$ cat config.mk
export PLATFORM = sky130hd
export DESIGN_NAME = bmhq_ctrl
export DESIGN_NICKNAME = d
export VERILOG_FILES = /design/src/rtl/bmhq_pkg.sv /design/src/rtl/bmhq_ctrl.sv
export SDC_FILE = /design/constraint.sdc
export NUM_CORES = 1
export LEC_CHECK = 0
export CAP_MARGIN = 20
export CORE_AREA = 10 10 47 49
export CTS_CLUSTER_SIZE = 16
export DETAILED_ROUTE_END_ITERATION = 8
export DIE_AREA = 0 0 57 59
export DONT_BUFFER_PORTS = 1
export PLACE_DENSITY = 0.36
export REMOVE_ABC_BUFFERS = 1
export SYNTH_ARGS = -nofsm -noshare
export SYNTH_HDL_FRONTEND = slang
export SYNTH_SLANG_ARGS = --single-unit
$ cat constraint.sdc
create_clock -name aclk -period 3.72 [get_ports aclk]
set_clock_uncertainty 0.05 [all_clocks]
set_input_delay 0.372 -clock aclk [delete_from_list [all_inputs] [get_ports aclk]]
set_output_delay 0.372 -clock aclk [all_outputs]
set_load 0.05 [all_outputs]
$ cat src/rtl/bmhq_pkg.sv
// ----------------------------------------------------------------------------
// bmhq_pkg
// shared types, codes and defaults for the binary min-heap priority queue
// ----------------------------------------------------------------------------
package bmhq_pkg;

    // port field widths
    localparam int KEY_PORT_W     = 32;
    localparam int PAYLOAD_PORT_W = 16;
    localparam int STATUS_W       = 2;
    localparam int COUNT_PORT_W   = 7;

    // parameter defaults
    localparam int DEF_CAPACITY      = 64;
    localparam int DEF_KEY_WIDTH     = 32;
    localparam int DEF_PAYLOAD_WIDTH = 16;

    // request opcodes
    localparam logic CMD_PUSH = 1'b0;
    localparam logic CMD_POP  = 1'b1;

    // result status codes
    localparam logic [STATUS_W-1:0] STATUS_OK    = 2'd0;
    localparam logic [STATUS_W-1:0] STATUS_EMPTY = 2'd1;
    localparam logic [STATUS_W-1:0] STATUS_FULL  = 2'd2;

    typedef struct packed {
        logic                      cmd;
        logic [KEY_PORT_W-1:0]     key;
        logic [PAYLOAD_PORT_W-1:0] payload;
    } req_t;

    typedef struct packed {
        logic                      out_valid;
        logic [KEY_PORT_W-1:0]     out_key;
        logic [PAYLOAD_PORT_W-1:0] out_payload;
        logic [STATUS_W-1:0]       out_status;
        logic [COUNT_PORT_W-1:0]   out_count;
        logic [KEY_PORT_W-1:0]     top_key;
    } rsp_t;

    typedef enum logic [2:0] {
        ST_IDLE,
        ST_UP_CHECK,
        ST_UP_STEP,
        ST_POP_READ,
        ST_POP_LOAD,
        ST_DOWN_STEP,
        ST_FINISH
    } state_t;

    // per-cycle datapath command
    typedef enum logic [2:0] {
        OP_NOP,
        OP_ACCEPT,
        OP_UP_CHECK,
        OP_UP_STEP,
        OP_POP_READ,
        OP_POP_LOAD,
        OP_DOWN_STEP,
        OP_FINISH
    } dp_op_t;

    // datapath status back to the controller
    typedef struct packed {
        logic req_pop;
        logic req_fault;
        logic hole_root;
        logic up_less;
        logic parent_root;
        logic drained;
        logic down_less;
        logic out_free;
    } dp_status_t;

endpackage

$ cat src/rtl/bmhq_ctrl.sv
// ----------------------------------------------------------------------------
// bmhq_ctrl
// sequencer for push sift-up and pop sift-down, one heap level per step
// ----------------------------------------------------------------------------
module bmhq_ctrl (
    input  logic                  aclk,
    input  logic                  aresetn,
    input  logic                  s_valid,
    output logic                  s_ready,
    input  bmhq_pkg::dp_status_t  dp_status,
    output bmhq_pkg::dp_op_t      dp_op
);
    import bmhq_pkg::*;

    state_t state_reg;
    state_t state_next;

    always_ff @(posedge aclk) begin
        if (!aresetn) begin
            state_reg <= ST_IDLE;
        end else begin
            state_reg <= state_next;
        end
    end

    // next state
    always_comb begin
        state_next = state_reg;
        case (state_reg)
            ST_IDLE: begin
                if (s_valid) begin
                    if (dp_status.req_fault) begin
                        state_next = ST_FINISH;
                    end else if (dp_status.req_pop) begin
                        state_next = ST_POP_READ;
                    end else begin
                        state_next = ST_UP_CHECK;
                    end
                end
            end
            ST_UP_CHECK: begin
                state_next = dp_status.hole_root ? ST_FINISH : ST_UP_STEP;
            end
            ST_UP_STEP: begin
                if (!dp_status.up_less) begin
                    state_next = ST_FINISH;
                end else if (dp_status.parent_root) begin
                    state_next = ST_UP_CHECK;
                end
            end
            ST_POP_READ: begin
                state_next = ST_POP_LOAD;
            end
            ST_POP_LOAD: begin
                state_next = dp_status.drained ? ST_FINISH : ST_DOWN_STEP;
            end
            ST_DOWN_STEP: begin
                if (!dp_status.down_less) begin
                    state_next = ST_FINISH;
                end
            end
            ST_FINISH: begin
                if (dp_status.out_free) begin
                    state_next = ST_IDLE;
                end
            end
            default: begin
                state_next = ST_IDLE;
            end
        endcase
    end

    // outputs
    always_comb begin
        s_ready = 1'b0;
        dp_op   = OP_NOP;
        case (state_reg)
            ST_IDLE: begin
                s_ready = 1'b1;
                dp_op   = s_valid ? OP_ACCEPT : OP_NOP;
            end
            ST_UP_CHECK:  dp_op = OP_UP_CHECK;
            ST_UP_STEP:   dp_op = OP_UP_STEP;
            ST_POP_READ:  dp_op = OP_POP_READ;
            ST_POP_LOAD:  dp_op = OP_POP_LOAD;
            ST_DOWN_STEP: dp_op = OP_DOWN_STEP;
            ST_FINISH:    dp_op = dp_status.out_free ? OP_FINISH : OP_NOP;
            default:      dp_op = OP_NOP;
        endcase
    end

endmodule

=== After elaboration in Yosys (flattened, before gate mapping) ===
Cells that the tools add are included.

* Bits in registers: 3
* Input bits: 11
* Output and inout port bits: 4
* Logic and storage cells: 27

* Equal/unequal tests: 10
* Multiplexer cells: 14
* Reductions and logical operators: 2

{| class="wikitable"
|+ Operators with widths
! kind !! number
|-
| $pmux W3 S7 || 2
|-
| $mux W3 || 8
|-
| $eq A3 B3 Y1 const B || 3
|-
| $eq A3 B2 Y1 const B || 2
|-
| $ne A2 B2 Y1 const B || 3
|-
| $mux W2 || 2
|-
| $reduce_and A4 Y1 || 1
|-
| $eq A3 B1 Y1 const B || 1
|-
| $logic_not A3 Y1 || 1
|-
| $ne A3 B3 Y1 const B || 1
|-
| $mux W1 || 2
|}

=== Depth between registers and ports, before layout ===
* Depth in word-level cells: 4
* Gate-level depth with buffers: 5
* Depth with buffers taken out: 4

=== Worst setup path before layout ===
Ideal clock, no wire load.

* Path type: reg2out
* Start point: register state_reg[1]
* End point: output port dp_op[0]
* Arrival: 1.805 ns
* Required time: 3.298 ns
* Path slack: 1.493 ns
* Stages on the path, launching flop included: 5
* Buffers on the path: 2
* Path through: dfxtp_1 -> buf_6 -> clkbuf_1 -> nor3_1 -> nor3_1

* Word-level cells in the longest chain between the ends: 2
* Elaborated cells between the ends (all ways): 8
* Those cells by class: eq/ne (6); mux (1); reduce/logical (1)

{| class="wikitable"
|+ Ends and longest elaborated chain
! what !! RTL line !! source
|-
| start: declaration || bmhq_ctrl.sv:15 || <nowiki>state_t state_reg;</nowiki>
|-
| start signal: assignment || bmhq_ctrl.sv:22 || <nowiki>state_reg <= state_next;</nowiki>
|-
| $eq A3 B3 Y1 (tied with other cells) || bmhq_ctrl.sv:77 || <nowiki>case (state_reg)</nowiki>
|-
| $pmux W3 S7 * || bmhq_ctrl.sv:77 ||
|-
| end: declaration || bmhq_ctrl.sv:11 || <nowiki>output bmhq_pkg::dp_op_t dp_op</nowiki>
|}

Mark *: on every way between the ends. The rest lies on a longest branch, timed or not.

=== Worst setup path after layout ===
* Start point: register state_reg[0]
* End point: output port dp_op[1]

Same word-level chain as after synthesis.

==> flow_summary_export.csv <==
group,metric,value,unit
outcome,status,"finished, final reports clean",
global_route,antenna_found_initial,0,
floorplan,die_h,59,um
clock_network,cts_buffer_depth,2,
critical_path,reg2reg_depth,4,
floorplan,core,0.00140,mm^2
timing,hold_viol_final,0,
timing,setup_viol,0,
yosys,yosys.area_share.adder,0,%
routing,vias,329,
timing,relSlewSlack,35.7,%
global_route,grt_pass1_vias,310,
critical_path,cp-start-kind,"flip-flop",
finish,insertedDiodeCount,0,
yosys,ys_seq_elements,3,
power,vdd_drop_max,0.376,mV
critical_path,end_kind,"output pin",
yosys,synth-main-ff-cell,"dfxtp_1",
clock_network,cts_tree,"built",
placement,gp_congestion,0.678,
yosys,seq_area_frac_synth,17.6,%
min_path,worstHoldPathType,"in2reg",
critical_path,crit_type,"reg2out",
yosys,synth_area,340,um^2
clock_network,cts_root_buf,"clkbuf_4",
clock_network,htree_levels,1,
finish,area_growth_syn_to_layout,9.56,%
yosys,yosysTopAreaCell,"dfxtp_1",
floorplan,fp.dieW,57,um
critical_path,arrival,1.79,ns
routing,via_per_inst,4.98,
routing,initialDrtViolationCount,8,
clock_network,ctsHoldBuffers,0,
yosys,synth-compound-area-share,29.8,%
clock_network,cts_sinks,3,
floorplan,initial_core_util,24.3,%
power,power_leakage,0.136,nW
yosys,syn_avg_cell_area,6.95,um^2
clock_network,clk_pin_slew,0.04,ns
global_route,grt_pass1_wl,1610,um
yosys,muxShareOfSynthArea,2.94,%
global_route,track_usage,6.09,%
yosys,yosysUniqueCellTypes,25,
finish,drive_gt1_share,18.0,%
routing,ant_nets,0,
floorplan,dieArea,0.00336,mm^2
timing,rsz0062_at_grt,"false",
critical_path,cp_data_required_time,3.30,ns
timing,max_freq,452,MHz
timing,period_share,59.5,%
timing,fin_setup_tns,0,ns
critical_path,r2r_setup_slack,1.85,ns
yosys,yosysMostFrequentCell,"nand2_1",
yosys,synthCells,49,
critical_path,reg2reg_to,"state_reg[0]",
min_path,hp-start,"aresetn",
yosys,synthSimpleGateAreaFrac,39.7,%
routing,drc,0,
clock_network,cts_made_buffers,3,
placement,dpl.hpwl,750,um
critical_path,r2r_start,"state_reg[1]",
run,drv_cap,0,
global_route,grt_max_degree,20,
yosys,async_flop_share,0,%
clock_network,post_cts_buffers,0,
power,powerDensity,1120,mW/mm^2
finish,final_net_count,62,
yosys,yosys_warnings,0,
yosys,synth_top_area_share,17.6,%
timing,worstMarginPinSlew,0.958,ns
yosys,ys_top_cells_by_count,"6 x nand2_1, 5 x o21ai_0, 4 x nor2b_1, 4 x nor3_1",
yosys,synth_area_leaders,"dfxtp_1 18%, nor2b_1 7.4%, o21ai_0 7.4%",
routing,firstDrtPassIters,3,
min_path,holdPathEnd,"state_reg[2]",
clock_network,insertion_delay,0.23,ns
critical_path,startpoint,"state_reg[0]",
global_route,overflow,0,
placement,io_buffers,0,
timing,slew_violations,0,
clock_network,ctsResizeCount,0,
routing,wl_per_cell,15.4,um
timing,period_needed,2.21,ns
yosys,synth_xor_area_share,0,%
floorplan,rows,14,
timing,fin_hold_ws,0.216,ns
floorplan,pin_count,15,
finish,largest_reg_flops,3,
min_path,whs_path_depth,2,
routing,drt_wl_total,1010,um
critical_path,critPathMaxFanout,12,
yosys,synth_edf_count,0,
yosys,synth_top_family_by_area,"simple AND/OR/NAND/NOR gates",
[cells by family (layout without fill, tap and decap cells)]
kind of cell           count (synthesis)  count (layout)
AOI/OAI and AO/OA                     15              15
buffers and inverters                  6               7
DFF                                    3               3
muxes                                  1               1
and+or+nand+nor                       24              24
[cell type report]
| class | count | area (um^2) |
|---|---|---|
| flip-flops and latches | 3 | 60.1 |
| multi-input cells | 40 | 251 |
| clock buffers | 4 | 26.3 |
| well taps | 16 | 20.0 |
| inverters | 2 | 7.51 |
| repair buffers | 1 | 7.51 |
| fillers | 170 | 1030 |
[critical path: stages (launching register included)]
cell and delay (ns):
dfxtp_1 0.61, inv_1 0.17, o21ai_1 0.78
[per-layer routing]
layer  part of all wire [%]  up-vias  wire length [um]  GRT usage [%]
li1                       -      178                 -              -
met1                     49      143               501           8.18
met2                     44        8               447           7.75
met3                    6.4        0                65           2.79
met4                      0        0                 0           3.02
met5                      0        -                 0              0
[stage by stage]
step	setup WS, ns	std cells	power (mW)	util [%]	cell area [um^2]
after floorplan	1.58	45	0.305	-	314
after global placement	1.79	62	0.364	24.7	347
after detailed placement	1.77	62	0.363	24.7	347
after CTS	1.51	66	0.423	26.6	373
after global routing	1.43	66	0.452	26.6	373
final	1.51	66	0.416	26.6	373
[cells in the final DEF, fill, tap and decap left out, types with 2 or more instances in the layout]
cell	count
clkbuf_4	3
nor2b_1	4
o211ai_1	2
nand2_1	6
nor2_1	3
dfxtp_1	3
a21oi_1	3
nor3_1	3
o21ai_0	4
inv_1	2
[worst max path at each step]
stage / slack (ns) / endpoint / cells after the start
after floorplan: 1.58 / dp_op[1] / 2
after global placement: 1.79 / dp_op[1] / 2
after detailed placement: 1.77 / dp_op[1] / 2
after CTS: 1.51 / dp_op[1] / 2
after global routing: 1.43 / dp_op[1] / 2
final: 1.51 / dp_op[1] / 2
[where the power goes]
part,switching [mW],leakage [nW],internal [mW]
registers,0.0562,0.0248,0.0469
logic,0.174,0.0961,0.0819
clock network,0.0167,0.0150,0.0402
No activity file was read; power rests on OpenSTA's default activity.
